--- config.mk ---
export PLATFORM = sky130hd
export DESIGN_NAME = calculator_expression_reader_flat
export DESIGN_NICKNAME = d
export VERILOG_FILES = /design/src/rtl/core/cer_pkg.sv /design/src/rtl/core/cer_chan_if.sv /design/src/rtl/core/calculator_expression_reader.sv /design/src/flat_wrapper.sv
export SDC_FILE = /design/constraint.sdc
export NUM_CORES = 1
export LEC_CHECK = 0
export BUFFER_PORTS_ARGS = -buffer_cell sky130_fd_sc_hd__buf_2
export CAP_MARGIN = 0
export CORE_UTILIZATION = 55
export CTS_BUF_LIST = sky130_fd_sc_hd__clkbuf_4 sky130_fd_sc_hd__clkbuf_8
export DETAILED_ROUTE_END_ITERATION = 10
export GPL_ROUTABILITY_DRIVEN = 1
export PLACE_DENSITY = 0.81
export SLEW_MARGIN = 30
export SYNTH_ARGS = -nofsm -noshare
export SYNTH_HDL_FRONTEND = slang
export SYNTH_SLANG_ARGS = --single-unit
--- constraint.sdc ---
create_clock -name clock -period 11.3 [get_ports clock]
set_clock_uncertainty 0.15 [all_clocks]
set_input_delay 1.13 -clock clock [delete_from_list [all_inputs] [get_ports clock]]
set_output_delay 1.13 -clock clock [all_outputs]
set_load 0.1 [all_outputs]
--- src/rtl/core/cer_pkg.sv ---
// ----------------------------------------------------------------------------
// Calculator expression reader package
// Phase type, result status codes, character codes and register map.
// ----------------------------------------------------------------------------
package cer_pkg;

   typedef enum logic [1:0] {
      PH_FIRST   = 2'd0,
      PH_OPER    = 2'd1,
      PH_SECOND  = 2'd2,
      PH_DISCARD = 2'd3
   } phase_type;

   typedef enum logic [1:0] {
      ST_COMPLETE    = 2'd0,
      ST_SECOND_POINT = 2'd1,
      ST_BAD_CHAR    = 2'd2,
      ST_BAD_OPERATOR = 2'd3
   } status_type;

   localparam logic [7:0] CH_DIGIT_0 = 8'd48;
   localparam logic [7:0] CH_DIGIT_9 = 8'd57;
   localparam logic [7:0] CH_MINUS   = 8'd45;
   localparam logic [7:0] CH_POINT   = 8'd46;
   localparam logic [7:0] CH_COMMA   = 8'd44;
   localparam logic [7:0] CH_NEWLINE = 8'd10;

   localparam logic [3:0] MAX_FRAC = 4'd15;

   localparam int REG_COUNT      = 4;
   localparam int CSR_ADDR_BITS  = 4;
   localparam int CSR_DATA_BITS  = 32;

   localparam int REG_OPERATOR_A = 0;
   localparam int REG_OPERATOR_B = 1;
   localparam int REG_OPERATOR_C = 2;
   localparam int REG_OPERATOR_D = 3;

   localparam logic [7:0] RESET_OPERATOR_A = 8'd43;
   localparam logic [7:0] RESET_OPERATOR_B = 8'd45;
   localparam logic [7:0] RESET_OPERATOR_C = 8'd42;
   localparam logic [7:0] RESET_OPERATOR_D = 8'd47;

endpackage

--- src/rtl/core/cer_chan_if.sv ---
// ----------------------------------------------------------------------------
// Calculator expression reader channels
// Valid/ready channels for character items and result items.
// ----------------------------------------------------------------------------
interface cer_req_if;
   logic       valid;
   logic       ready;
   logic [7:0] char_code;

   modport source (output valid, output char_code, input ready);
   modport sink (input valid, input char_code, output ready);
endinterface

interface cer_rsp_if #(
   parameter int MANTISSA_BITS = 48
);
   logic                            valid;
   logic                            ready;
   logic [1:0]                      status;
   logic signed [MANTISSA_BITS-1:0] first_mantissa;
   logic [3:0]                      first_frac_digits;
   logic [7:0]                      operator_char;
   logic signed [MANTISSA_BITS-1:0] second_mantissa;
   logic [3:0]                      second_frac_digits;

   modport source (
      output valid, output status, output first_mantissa, output first_frac_digits,
      output operator_char, output second_mantissa, output second_frac_digits,
      input ready
   );
   modport sink (
      input valid, input status, input first_mantissa, input first_frac_digits,
      input operator_char, input second_mantissa, input second_frac_digits,
      output ready
   );
endinterface

--- src/rtl/core/calculator_expression_reader.sv ---
// ----------------------------------------------------------------------------
// Calculator expression reader
// Parses number, operator, number from a character stream into results.
// ----------------------------------------------------------------------------
// One character item is taken per cycle and updates the parser state in the
// same cycle: the mantissa step is a multiply by ten (two shifts and an add)
// and one compare for saturation. A result item leaves through an output
// register backed by one skid entry, so input stalls only while both hold
// results that the sink has not taken. Operator codes are written over the
// APB port; only the first OPERATOR_COUNT registers (at most four) match.
// ----------------------------------------------------------------------------
module calculator_expression_reader
   import cer_pkg::*;
#(
   parameter int OPERATOR_COUNT = 4,
   parameter int MANTISSA_BITS  = 48
) (
   input  logic                     clock,
   input  logic                     reset,
   cer_req_if.sink                  req_chan,
   cer_rsp_if.source                rsp_chan,
   input  logic                     psel,
   input  logic                     penable,
   input  logic                     pwrite,
   input  logic [CSR_ADDR_BITS-1:0] paddr,
   input  logic [CSR_DATA_BITS-1:0] pwdata,
   output logic [CSR_DATA_BITS-1:0] prdata,
   output logic                     pready
);

   localparam int MB = MANTISSA_BITS;
   localparam logic [MB-1:0] MANT_MAX = {1'b0, {(MB-1){1'b1}}};

   typedef struct packed {
      status_type     status;
      logic [MB-1:0]  first_mantissa;
      logic [3:0]     first_frac;
      logic [7:0]     operator_char;
      logic [MB-1:0]  second_mantissa;
      logic [3:0]     second_frac;
   } result_type;

   logic [7:0]    op_ff [REG_COUNT];

   phase_type     phase_ff, phase_in;
   logic          at_first_ff, at_first_in;
   logic          negative_ff, negative_in;
   logic          in_fraction_ff, in_fraction_in;
   logic [MB-1:0] work_ff, work_in;
   logic [3:0]    work_frac_ff, work_frac_in;
   logic [MB-1:0] held_mant_ff, held_mant_in;
   logic [3:0]    held_frac_ff, held_frac_in;
   logic [7:0]    held_op_ff, held_op_in;

   logic          out_valid_ff, skid_valid_ff;
   result_type    out_ff, skid_ff;

   logic          accept, take, emit;
   result_type    result;
   logic [7:0]    c;
   logic          is_op, is_digit, is_point, sign_char, op_hit;
   logic [3:0]    digit;
   logic [MB+3:0] scaled;
   logic [MB-1:0] new_work;
   logic [3:0]    new_frac;

   // ---------------------------------------------------------------- csr
   assign pready = 1'b1;
   assign prdata = {{(CSR_DATA_BITS-8){1'b0}}, op_ff[paddr[3:2]]};

   always_ff @(posedge clock) begin
      if (reset) begin
         op_ff[REG_OPERATOR_A] <= RESET_OPERATOR_A;
         op_ff[REG_OPERATOR_B] <= RESET_OPERATOR_B;
         op_ff[REG_OPERATOR_C] <= RESET_OPERATOR_C;
         op_ff[REG_OPERATOR_D] <= RESET_OPERATOR_D;
      end else if (psel && penable && pwrite && pready) begin
         op_ff[paddr[3:2]] <= pwdata[7:0];
      end
   end

   // ---------------------------------------------------------------- parse
   assign req_chan.ready = !skid_valid_ff;
   assign accept = req_chan.valid && req_chan.ready;
   assign c      = req_chan.char_code;

   always_comb begin
      is_op = 1'b0;
      for (int i = 0; i < REG_COUNT; i++) begin
         if (i < OPERATOR_COUNT && op_ff[i] == c) begin
            is_op = 1'b1;
         end
      end
   end

   assign is_digit  = (c >= CH_DIGIT_0) && (c <= CH_DIGIT_9);
   assign is_point  = (c == CH_POINT) || (c == CH_COMMA);
   assign digit     = 4'(c - CH_DIGIT_0);
   assign sign_char = (c == CH_MINUS) && !negative_ff && at_first_ff;
   assign op_hit    = (phase_ff == PH_FIRST) && !at_first_ff && is_op;
   assign scaled    = ({4'b0, work_ff} << 3) + ({4'b0, work_ff} << 1) + (MB+4)'(digit);

   always_comb begin
      new_work = work_ff;
      new_frac = work_frac_ff;
      if (is_digit && !(in_fraction_ff && work_frac_ff >= MAX_FRAC)) begin
         new_frac = work_frac_ff + 4'(in_fraction_ff);
         if (scaled > {4'b0, MANT_MAX}) begin
            new_work = MANT_MAX;
         end else begin
            new_work = scaled[MB-1:0];
         end
      end
   end

   always_comb begin
      emit   = 1'b0;
      result = '0;
      case (phase_ff)
         PH_OPER: begin
            if (!is_op) begin
               emit          = 1'b1;
               result.status = ST_BAD_OPERATOR;
            end
         end
         PH_FIRST, PH_SECOND: begin
            if (c == CH_NEWLINE) begin
               if (phase_ff == PH_SECOND) begin
                  emit                   = 1'b1;
                  result.status          = ST_COMPLETE;
                  result.first_mantissa  = held_mant_ff;
                  result.first_frac      = held_frac_ff;
                  result.operator_char   = held_op_ff;
                  result.second_mantissa = negative_ff ? -work_ff : work_ff;
                  result.second_frac     = work_frac_ff;
               end
            end else if (is_point && in_fraction_ff) begin
               emit          = 1'b1;
               result.status = ST_SECOND_POINT;
            end else if (!is_digit && !is_point && !op_hit && !sign_char) begin
               emit          = 1'b1;
               result.status = ST_BAD_CHAR;
            end
         end
         default: begin
            emit = 1'b0;
         end
      endcase
   end

   always_comb begin
      phase_in       = phase_ff;
      at_first_in    = at_first_ff;
      negative_in    = negative_ff;
      in_fraction_in = in_fraction_ff;
      work_in        = work_ff;
      work_frac_in   = work_frac_ff;
      held_mant_in   = held_mant_ff;
      held_frac_in   = held_frac_ff;
      held_op_in     = held_op_ff;
      case (phase_ff)
         PH_DISCARD: begin
            if (c == CH_NEWLINE) begin
               phase_in = PH_FIRST;
            end
         end
         PH_OPER: begin
            if (is_op) begin
               held_op_in = c;
               phase_in   = PH_SECOND;
            end else begin
               phase_in   = (c == CH_NEWLINE) ? PH_FIRST : PH_DISCARD;
            end
         end
         default: begin
            if (c == CH_NEWLINE) begin
               if (phase_ff == PH_FIRST) begin
                  held_mant_in = negative_ff ? -work_ff : work_ff;
                  held_frac_in = work_frac_ff;
                  phase_in     = PH_OPER;
               end else begin
                  phase_in     = PH_FIRST;
               end
            end else if (is_point && in_fraction_ff) begin
               phase_in      = PH_DISCARD;
            end else if (!is_digit && !is_point && !op_hit && !sign_char) begin
               phase_in      = PH_DISCARD;
            end else if (op_hit) begin
               held_op_in   = c;
               held_mant_in = (negative_ff || sign_char) ? -new_work : new_work;
               held_frac_in = new_frac;
               phase_in     = PH_SECOND;
            end else begin
               at_first_in    = 1'b0;
               negative_in    = negative_ff || sign_char;
               in_fraction_in = in_fraction_ff || is_point;
               work_in        = new_work;
               work_frac_in   = new_frac;
            end
         end
      endcase
      // restart the number on every phase change
      if (phase_in != phase_ff || emit) begin
         at_first_in    = 1'b1;
         negative_in    = 1'b0;
         in_fraction_in = 1'b0;
         work_in        = '0;
         work_frac_in   = '0;
      end
   end

   always_ff @(posedge clock) begin
      if (reset) begin
         phase_ff       <= PH_FIRST;
         at_first_ff    <= 1'b1;
         negative_ff    <= 1'b0;
         in_fraction_ff <= 1'b0;
         work_ff        <= '0;
         work_frac_ff   <= '0;
         held_mant_ff   <= '0;
         held_frac_ff   <= '0;
         held_op_ff     <= '0;
      end else if (accept) begin
         phase_ff       <= phase_in;
         at_first_ff    <= at_first_in;
         negative_ff    <= negative_in;
         in_fraction_ff <= in_fraction_in;
         work_ff        <= work_in;
         work_frac_ff   <= work_frac_in;
         held_mant_ff   <= held_mant_in;
         held_frac_ff   <= held_frac_in;
         held_op_ff     <= held_op_in;
      end
   end

   // ---------------------------------------------------------------- output
   assign take = out_valid_ff && rsp_chan.ready;

   always_ff @(posedge clock) begin
      if (reset) begin
         out_valid_ff  <= 1'b0;
         skid_valid_ff <= 1'b0;
      end else if (take || !out_valid_ff) begin
         if (skid_valid_ff) begin
            out_valid_ff  <= 1'b1;
            skid_valid_ff <= 1'b0;
         end else begin
            out_valid_ff <= accept && emit;
         end
      end else if (accept && emit) begin
         skid_valid_ff <= 1'b1;
      end
   end

   always_ff @(posedge clock) begin
      if (take || !out_valid_ff) begin
         out_ff <= skid_valid_ff ? skid_ff : result;
      end
      if (!skid_valid_ff) begin
         skid_ff <= result;
      end
   end

   assign rsp_chan.valid              = out_valid_ff;
   assign rsp_chan.status             = out_ff.status;
   assign rsp_chan.first_mantissa     = out_ff.first_mantissa;
   assign rsp_chan.first_frac_digits  = out_ff.first_frac;
   assign rsp_chan.operator_char      = out_ff.operator_char;
   assign rsp_chan.second_mantissa    = out_ff.second_mantissa;
   assign rsp_chan.second_frac_digits = out_ff.second_frac;

   // ---------------------------------------------------------------- checks
   a_skid_behind_out: assert property (@(posedge clock) disable iff (reset)
      skid_valid_ff |-> out_valid_ff)
      else $error("skid entry held with empty output register");

   a_skid_on_stall: assert property (@(posedge clock) disable iff (reset)
      $rose(skid_valid_ff) |-> $past(out_valid_ff && !rsp_chan.ready))
      else $error("skid filled without output stall");

   a_error_fields_zero: assert property (@(posedge clock) disable iff (reset)
      out_valid_ff && out_ff.status != ST_COMPLETE |->
         out_ff.first_mantissa == '0 && out_ff.second_mantissa == '0 &&
         out_ff.operator_char == '0 && out_ff.first_frac == '0 &&
         out_ff.second_frac == '0)
      else $error("error result carries nonzero fields");

   a_oper_clean: assert property (@(posedge clock) disable iff (reset)
      phase_ff == PH_OPER |-> work_ff == '0 && !negative_ff && at_first_ff)
      else $error("number not restarted in operator phase");

   a_first_char_clean: assert property (@(posedge clock) disable iff (reset)
      at_first_ff |-> work_ff == '0 && !in_fraction_ff && work_frac_ff == '0)
      else $error("number content before first character");

endmodule
--- src/flat_wrapper.sv ---
// flat-port wrapper written by rule: the top's interface ports become plain ports
module calculator_expression_reader_flat import cer_pkg::*;
#(
   parameter int OPERATOR_COUNT = 4,
   parameter int MANTISSA_BITS  = 48
)
  (clock, reset, psel, penable, pwrite, paddr, pwdata, prdata, pready, req_chan_valid, req_chan_char_code, req_chan_ready, rsp_chan_valid, rsp_chan_status, rsp_chan_first_mantissa, rsp_chan_first_frac_digits, rsp_chan_operator_char, rsp_chan_second_mantissa, rsp_chan_second_frac_digits, rsp_chan_ready);
  cer_req_if req_chan_i ();
  cer_rsp_if #(.MANTISSA_BITS(MANTISSA_BITS)) rsp_chan_i ();
  input  logic clock;
  input  logic reset;
  input  logic psel;
  input  logic penable;
  input  logic pwrite;
  input  logic [CSR_ADDR_BITS-1:0] paddr;
  input  logic [CSR_DATA_BITS-1:0] pwdata;
  output logic [CSR_DATA_BITS-1:0] prdata;
  output logic pready;
  input wire logic [$bits(req_chan_i.valid)-1:0] req_chan_valid;
  input wire logic [$bits(req_chan_i.char_code)-1:0] req_chan_char_code;
  output wire logic [$bits(req_chan_i.ready)-1:0] req_chan_ready;
  output wire logic [$bits(rsp_chan_i.valid)-1:0] rsp_chan_valid;
  output wire logic [$bits(rsp_chan_i.status)-1:0] rsp_chan_status;
  output wire logic [$bits(rsp_chan_i.first_mantissa)-1:0] rsp_chan_first_mantissa;
  output wire logic [$bits(rsp_chan_i.first_frac_digits)-1:0] rsp_chan_first_frac_digits;
  output wire logic [$bits(rsp_chan_i.operator_char)-1:0] rsp_chan_operator_char;
  output wire logic [$bits(rsp_chan_i.second_mantissa)-1:0] rsp_chan_second_mantissa;
  output wire logic [$bits(rsp_chan_i.second_frac_digits)-1:0] rsp_chan_second_frac_digits;
  input wire logic [$bits(rsp_chan_i.ready)-1:0] rsp_chan_ready;
  assign req_chan_i.valid = req_chan_valid;
  assign req_chan_i.char_code = req_chan_char_code;
  assign req_chan_ready = req_chan_i.ready;
  assign rsp_chan_valid = rsp_chan_i.valid;
  assign rsp_chan_status = rsp_chan_i.status;
  assign rsp_chan_first_mantissa = rsp_chan_i.first_mantissa;
  assign rsp_chan_first_frac_digits = rsp_chan_i.first_frac_digits;
  assign rsp_chan_operator_char = rsp_chan_i.operator_char;
  assign rsp_chan_second_mantissa = rsp_chan_i.second_mantissa;
  assign rsp_chan_second_frac_digits = rsp_chan_i.second_frac_digits;
  assign rsp_chan_i.ready = rsp_chan_ready;
  calculator_expression_reader #(.OPERATOR_COUNT(OPERATOR_COUNT), .MANTISSA_BITS(MANTISSA_BITS)) u_core (.clock(clock), .reset(reset), .req_chan(req_chan_i), .rsp_chan(rsp_chan_i), .psel(psel), .penable(penable), .pwrite(pwrite), .paddr(paddr), .pwdata(pwdata), .prdata(prdata), .pready(pready));
endmodule
==> impl_results.md, run 1 <==
- Final TNS setup: 0 ns
- Sequential area share after synthesis: 0.441
- Final hold viol count: 0
- Final nets: between 2k and 2.5k
- Largest cells by area after synthesis: dfxtp_1 (23%), edfxtp_1 (21%), ha_1 (6.0%), nor2_1 (4.0%), nand2_1 (3.8%)
- HP Start: u_core.held_mant_ff[26]$_SDFFE_PP0P_
- Worst reg2reg path endpoint: u_core.held_mant_ff[46]$_SDFFE_PP0P_
- Worst-path clk slew: around 0.070 ns
- Non-Filler Instances: between 2k and 3k
- Placed Cells: around 2.7k
- Post-DRT Antenna Nets: 0
- # diodes: 0
- Clock Sinks: 379
- Initial Utilization: 0.560
- Crit end category: flip-flop
- H-tree Lvls: 2
- Core Region: ~37000 um^2
- FMAX: roughly 130 MHz
- Max_slew headroom: 0.372
- All-Layer GR Usage: 0.299
- Initial antenna violation count: 1
- Post-synth top area cell: dfxtp_1
- Share of synthesized registers carrying an async set or reset: 0
- Drt total wl: a little under 60 mm
- Die area: ~38000 um^2
- CP max FO: 39
- Largest net degree at the start of global routing: 90
- Leak: about 9.4 nW
- Resize count post-CTS: 0
- Hold crit path type: reg2reg
- Global-route wire length before repair: approximately 91 mm
- Tcrit/Tclk final: 0.656
- Number of synthesized flops with an enable pin: about 150
- TritonCTS clock tree: done
- GP Congestion: ~0.95
- Total grt overflow: 0
- Cell Area, Synth: ~21000 um^2
- Hold Path Depth: 2
- Synth Area per Inst: around 9.3 um^2
- Reg-to-reg setup timing slack: 4.06 ns
- Synth Warn #: 0
- Setup Buffers After CTS: 0
- Port Buffers: about 150
- Num CTS Buffers: between 50 and 60
- Slowest CP cell: nor3b_1
- Max incr delay on CP: 0.69 ns
- Num ports: 200
- Synth-to-layout area growth: 10.4%
- Residual DRC: 0
- Final setup violating endpoints: 0
- Number of hold buffers added after CTS: 0
- Synth Register Bits: 379
- Mapped Cells: about 2.2k
- Vias per cell: about 6.3
- Min-Delay Endpoint: u_core.held_mant_ff[26]$_SDFFE_PP0P_
- Die Y: roughly 200 um
- Outcome: finished clean
- First drt pass iteration count: 6
- Clock period minus worst slack: around 7.4 ns
- Insertion delay to the later sink of the worst-skew pair: about 0.63 ns
- Max Slew Vio Count: 0
- Post-synth top flop: dfxtp_1
- DR iter-0 viols: 2247
- Worst EP arrival: ~7.8 ns
- Worst slew pin tran: roughly 0.94 ns
- WL per Instance: around 21 um
- CP Class: in2reg
- # rows: 70
- Clock buffer depth: 3
- Vias in the first global route: about 16k
- Final Core Density: 0.618
- Layout cells sized above 1: 0.139
- VDD IR-drop max: 0.100 mV
- Worst r2r src: u_core.work_ff[2]$_SDFFE_PP0P_
- Vias: approximately 18k
- DP HPWL: 41.7 mm
- Die W: 195 um
- Number of library cell types mapped by synthesis: between 80 and 90
- CP required: roughly 12 ns
- Power per cell area: 134 nW/um^2
- CP startpoint kind: primary input
- Worst Reg2Reg Path Length in Cells: 21
- Worst path cell trace: buf_2 -> fa_1 -> fa_1 -> a21o_1 -> a221o_1 -> nor4b_1 -> o211a_1 -> o211ai_1 -> a21oi_1 -> nor3b_1 -> nand3_1 -> buf_4 -> or3_1 -> o21ai_0 -> ha_1 -> nor3b_1 -> nor3b_1 -> a31o_2 -> nand4_1 -> nor4_1 -> mux2i_1 -> o211ai_1
- Max Cap Viol: 0
- Most used cell, CP: nor3b_1
- RSZ-0062 raised after global routing: no
- CTS Root Cell: clkbuf_8
- Share of the synthesized area in the top cell type: 0.228
-- layer usage --
layer	track usage	vias to the layer above	wire length [um]
li1	-	8241	-
met1	0.433	8454	25300
met2	0.462	900	25700
met3	0.0473	111	5420
met4	0.0846	2	1280
met5	0	-	11
-- worst max-delay path: cells and delay by family --
family,cells,cell delay (ns)
and+or+nand+nor,8,3.08
adders and majority gates,3,1.15
AOI/OAI and AO/OA,8,1.62
muxes,1,0.25
buffers and inverters,2,0.49
-- cell families after synthesis --
| kind of cell | Yosys count | synth area share |
|---|---|---|
| buf+inv | 188 | 0.0402 |
| other cells | 2 | 0.000366 |
| compound gates | 615 | 0.197 |
| mux | 27 | 0.0182 |
| xor+xnor | 158 | 0.0675 |
| flops | 379 | 0.441 |
| simple gates | 733 | 0.173 |
| fa+ha+maj | 101 | 0.0624 |
-- placed cells by master, fill, tap and decap left out, drive strengths merged, types with 10 or more instances in the layout --
cell and count:
a211oi 30, a21o 19, a21oi 143, a22o 78
a31oi 51, and2 25, and3 17, buf 170
clkbuf 74, clkinv 26, conb 25, dfxtp 233
edfxtp 146, ha 99, inv 24, mux2i 16
nand2 210, nand2b 27, nand3 38, nand4 34
nor2 217, nor3 44, nor4 23, o211ai 14
o21a 11, o21ai 161, o22ai 10, o31ai 25
o41ai 10, or2 13, or3 39, xnor2 76
xor2 82
-- power breakdown --
group / internal, mW / switching (mW) / leakage, nW
clock network: 0.645 / 0.555 / 0.645
logic: 0.0542 / 0.316 / 5.20
registers: 1.45 / 0.0140 / 3.52
-- through the flow --
| step | area, um^2 | hold slack, ns | setup slack [ns] | total power, mW |
|---|---|---|---|---|
| 3_3_place_gp | 21400 | 0.282 | 3.58 | 1.85 |
| 5_1_grt | 22600 | 0.334 | 3.62 | 3.11 |
| 3_5_place_dp | 21400 | 0.289 | 3.42 | 1.86 |
| 4_1_cts | 22600 | 0.298 | 4.05 | 3.03 |
| 2_1_floorplan | 20600 | 0.266 | 4.47 | 1.81 |
| 6_report | 22600 | 0.297 | 3.88 | 3.03 |
-- registers in the layout (all words and copies together) (netlist names), 2 cells and up --
| name | cells |
|---|---|
| u_core.held_op_ff | 8 |
| u_core.skid_ff | 114 |
| u_core.rsp_chan.status | 2 |
| u_core.held_frac_ff | 4 |
| u_core.held_mant_ff | 48 |
| u_core.rsp_chan.second_frac_digits | 4 |
| u_core.work_ff | 48 |
| u_core.work_frac_ff | 4 |
| u_core.rsp_chan.first_mantissa | 48 |
| u_core.rsp_chan.first_frac_digits | 4 |
| u_core.rsp_chan.operator_char | 8 |
| u_core.rsp_chan.second_mantissa | 48 |
| u_core.phase_ff | 2 |
| u_core.op_ff | 32 |
-- area by class of cell --
cell class,instances,area [um^2]
fill,3002,14000
clock buffer,74,943
clock inverter,34,282
inverter,22,82.6
sequential,379,9050
tap,468,586
timing repair buffer,170,908
multi-input combinational,1659,10800
-- cells in the mapped netlist, types with 7 or more instances --
cell and number:
inv_1 22, clkbuf_1 124, o211ai_1 14, and2_1 25, edfxtp_1 146, nor4b_1 9, mux4_2 8, o21ai_1 9
nand4_1 34, nor4_1 21, a21o_1 19, o21ai_0 152, a41oi_1 7, or3_1 39, nor2_1 217, or2_2 13
nor2b_1 9, nand3_1 38, xor2_1 82, a22o_1 78, nor3_1 41, xnor2_1 76, a31oi_1 51, o31ai_1 23
o21a_1 11, mux2i_1 16, and3_1 17, dfxtp_1 233, a21oi_1 141, a22oi_1 9, or4_1 8, o22ai_1 10
buf_1 9, buf_4 26, nand2_1 209, ha_1 99, nand2b_1 27, o41ai_1 10, a211oi_1 29
-- how the worst max path moves through the flow --
stage                          start  slack, ns  cells past startpoint                              endpoint
3_5_place_dp   req_chan_char_code[3]       3.42                     22  u_core.held_mant_ff[46]$_SDFFE_PP0P_
2_1_floorplan  req_chan_char_code[3]       4.47                     23  u_core.held_mant_ff[24]$_SDFFE_PP0P_
5_1_grt        req_chan_char_code[3]       3.62                     23  u_core.held_mant_ff[24]$_SDFFE_PP0P_
4_1_cts        req_chan_char_code[3]       4.05                     22  u_core.held_mant_ff[46]$_SDFFE_PP0P_
3_3_place_gp   req_chan_char_code[3]       3.58                     22  u_core.held_mant_ff[46]$_SDFFE_PP0P_
6_report       req_chan_char_code[3]       3.88                     22  u_core.held_mant_ff[46]$_SDFFE_PP0P_
Power figures use the tool's default switching activity.
==> run 2: changes to the inputs <==
==> constraint.sdc (replaced) <==
create_clock -name clock -period 7 [get_ports clock]
set_clock_uncertainty 0.15 [all_clocks]
set_input_delay 0.7 -clock clock [delete_from_list [all_inputs] [get_ports clock]]
set_output_delay 0.7 -clock clock [all_outputs]
set_load 0.1 [all_outputs]
==> run 2 against run 1 <==
- worst hold slack lost 0.081 ns
- non-clock buffer count grew 23
- core utilization grew 0.49 points
- sequential power grew 62%
- global-route usage grew 0.64 points
- critical path depth shrank 1
- largest power group unchanged
==> impl_results.md, run 2 (same netlist as run 1, synthesis figures left out) <==
- Total grt overflow: 0 (unchanged)
- Num CTS Buffers: 55 (was 57)
- Port Buffers: 148 (unchanged)
- Worst EP arrival: 6.68 ns (was 7.76 ns)
- Setup Buffers After CTS: 0 (unchanged)
- WL per Instance: 21.0 um (was 20.6 um)
- WL met3: 5.61 mm (was 5.42 mm)
- Highest metal used: met4 (was met5)
- Max_slew headroom: 0.370 (was 0.372)
- Leak: 9.48 nW (was 9.37 nW)
- Die area: 38100 um^2 (unchanged)
- Hold crit path type: in2reg (was reg2reg)
- All-Layer GR Usage: 0.306 (was 0.299)
- Worst reg2reg path endpoint: u_core.held_mant_ff[18]$_SDFFE_PP0P_ (was u_core.held_mant_ff[46]$_SDFFE_PP0P_)
- Min-Delay Endpoint: u_core.op_ff[1][0]$_SDFFCE_PN1P_ (was u_core.held_mant_ff[26]$_SDFFE_PP0P_)
- Crit end category: flip-flop (unchanged)
- Final TNS setup: 0 ns (unchanged)
- Drt total wl: 59.2 mm (was 57.8 mm)
- Vias in the first global route: 16.7k (was 16.4k)
- # diodes: 0 (unchanged)
- GP Congestion: 0.958 (was 0.954)
- Vias: 17.7k (about the same)
- Tcrit/Tclk final: 0.906
- Die Y: 195 um (unchanged)
- Number of hold buffers added after CTS: 0 (unchanged)
- H-tree Lvls: 2 (unchanged)
- Worst-path clk slew: 0.07 ns (about the same)
- Vias per cell: 6.28 (was 6.31)
- Max Slew Vio Count: 0 (unchanged)
- Max Cap Viol: 0 (unchanged)
- Insertion delay to the later sink of the worst-skew pair: 0.63 ns (about the same)
- Max reg flops: 114 (unchanged)
- Hold Path Depth: 2 (unchanged)
- HP Start: pwdata[0] (was u_core.held_mant_ff[26]$_SDFFE_PP0P_)
- Global-route wire length before repair: 92.3 mm (was 91.0 mm)
- Synth-to-layout area growth: 11.3% (was 10.4%)
- RSZ-0062 raised after global routing: no (unchanged)
- CP startpoint kind: flip-flop (was primary input)
- Met2 wire length: 26.1 mm (was 25.7 mm)
- DR iter-0 viols: 1925 (was 2247)
- Post-DRT Antenna Nets: 0 (unchanged)
- Commonest non-fill, non-tap cells in the layout: dfxtp_1 (232), nor2_1 (215), nand2_1 (208) (unchanged)
- Largest register by flop count: u_core.skid_ff (unchanged)
- DP HPWL: 43.3 mm (was 41.7 mm)
- Outcome: finished clean (unchanged)
- Power per cell area: 212 nW/um^2 (was 134 nW/um^2)
- Fin worst setup slack: 0.660 ns (was 3.88 ns)
- Initial antenna violation count: 0 (was 1)
- Final Core Density: 0.623 (was 0.618)
- VDD IR-drop max: 0.120 mV (was 0.100 mV)
- Final hold viol count: 0 (unchanged)
- Residual DRC: 0 (unchanged)
- Final nets: 2462 (was 2441)
- # rows: 70 (unchanged)
- Clock buffer depth: 3 (unchanged)
- Layout cells sized above 1: 0.147 (was 0.139)
- Resize count post-CTS: 0 (unchanged)
- Core Region: 36600 um^2 (unchanged)
- CP max FO: 7 (was 39)
- Final hold slack: 0.216 ns (was 0.297 ns)
- Clock Sinks: 379 (unchanged)
- Num ports: 200 (unchanged)
- Worst Reg2Reg Path Length in Cells: 21 (unchanged)
- Reg-to-reg setup timing slack: 0.66 ns (was 4.06 ns)
- Worst slew pin tran: 0.940 ns (was 0.942 ns)
- Worst r2r src: u_core.work_ff[0]$_SDFFE_PP0P_ (was u_core.work_ff[2]$_SDFFE_PP0P_)
- CP Class: reg2reg (was in2reg)
- Largest net degree at the start of global routing: 101 (was 90)
- FMAX: ~160 MHz
- Clock period minus worst slack: between 6 and 7 ns
- Worst slack, placed: 0.432 ns (was 3.42 ns)
- First drt pass iteration count: 6 (unchanged)
- CP required: 7.34 ns (was 11.64 ns)
- Commonest non-fill, non-tap cell in the layout: dfxtp_1 (unchanged)
- Final setup violating endpoints: 0 (unchanged)
- CTS Root Cell: clkbuf_8 (unchanged)
- TritonCTS clock tree: done (unchanged)
- Initial Utilization: 0.560 (unchanged)
- Metal-1 WL: 26.2 mm (was 25.3 mm)
- Die W: 195 um (unchanged)
==> run 2: cell types whose count changed in the layout (fill, tap and decap cells not counted), moves of 2 or more <==
cell and delta:
buf_12 +2, buf_4 +19, buf_6 +2, bufinv_16 -2
clkbuf_4 +9, clkbuf_8 +2, clkinv_1 -5, clkinv_2 -6
==> run 2: how the worst max path moves through the flow <==
stage               slack [ns]                            from                                   end  depth (start not counted)
finish                    0.66  u_core.work_ff[0]$_SDFFE_PP0P_  u_core.held_mant_ff[18]$_SDFFE_PP0P_                         21
global route              0.17  u_core.work_ff[0]$_SDFFE_PP0P_  u_core.held_mant_ff[22]$_SDFFE_PP0P_                         21
CTS                       0.74  u_core.work_ff[0]$_SDFFE_PP0P_  u_core.held_mant_ff[18]$_SDFFE_PP0P_                         21
detailed placement        0.43           req_chan_char_code[3]  u_core.held_mant_ff[18]$_SDFFE_PP0P_                         22
global placement          0.44           req_chan_char_code[3]  u_core.held_mant_ff[18]$_SDFFE_PP0P_                         22
floorplan                 0.60           req_chan_char_code[3]  u_core.held_mant_ff[24]$_SDFFE_PP0P_                         23
==> run 2: critical path: stages (launching register included) <==
cell and delay, ns:
dfxtp_1 0.54, fa_1 0.53, fa_1 0.47, a21o_1 0.23, a221o_1 0.39, or3b_1 0.26
a41oi_2 0.22, a311oi_2 0.37, o22ai_1 0.21, xnor2_1 0.23, nand3_1 0.17, or3_1 0.33
o21ai_0 0.15, ha_1 0.22, nor3b_1 0.23, nor3b_1 0.29, a31oi_1 0.22, buf_4 0.21
o41ai_1 0.45, xor2_1 0.11, o21ai_0 0.18, nand2_1 0.07
==> run 2: area by class of cell <==
cell class,instances,area [um^2]
Clock inverter,18,140
Timing Repair Buffer,193,1110
Fill cell,3059,13800
Inverter,22,82.6
Tap cell,468,586
Multi-Input combinational cell,1659,10800
Sequential cell,379,9050
Clock buffer,85,1040
==> run 2: stage by stage <==
stage	instances	total power, mW	cell area [um^2]
2_1_floorplan	2226	2.92	20600
5_1_grt	2824	4.96	22800
6_report	2824	4.84	22800
3_3_place_gp	2721	3.00	21600
3_5_place_dp	2721	3.01	21600
4_1_cts	2824	4.84	22800
==> run 2: power breakdown <==
group	switching [mW]	leakage, nW	internal [mW]	total (mW)
logic	0.515	5.33	0.0928	0.608
registers	0.0218	3.52	2.34	2.36
clock network	0.849	0.630	1.02	1.87
total	1.39	9.48	3.45	4.84
==> run 2: layer usage <==
metal,track usage,vias up
met5,0,-
met4,0.0898,0
met3,0.0520,99
met2,0.463,920
met1,0.446,8441
li1,-,8284
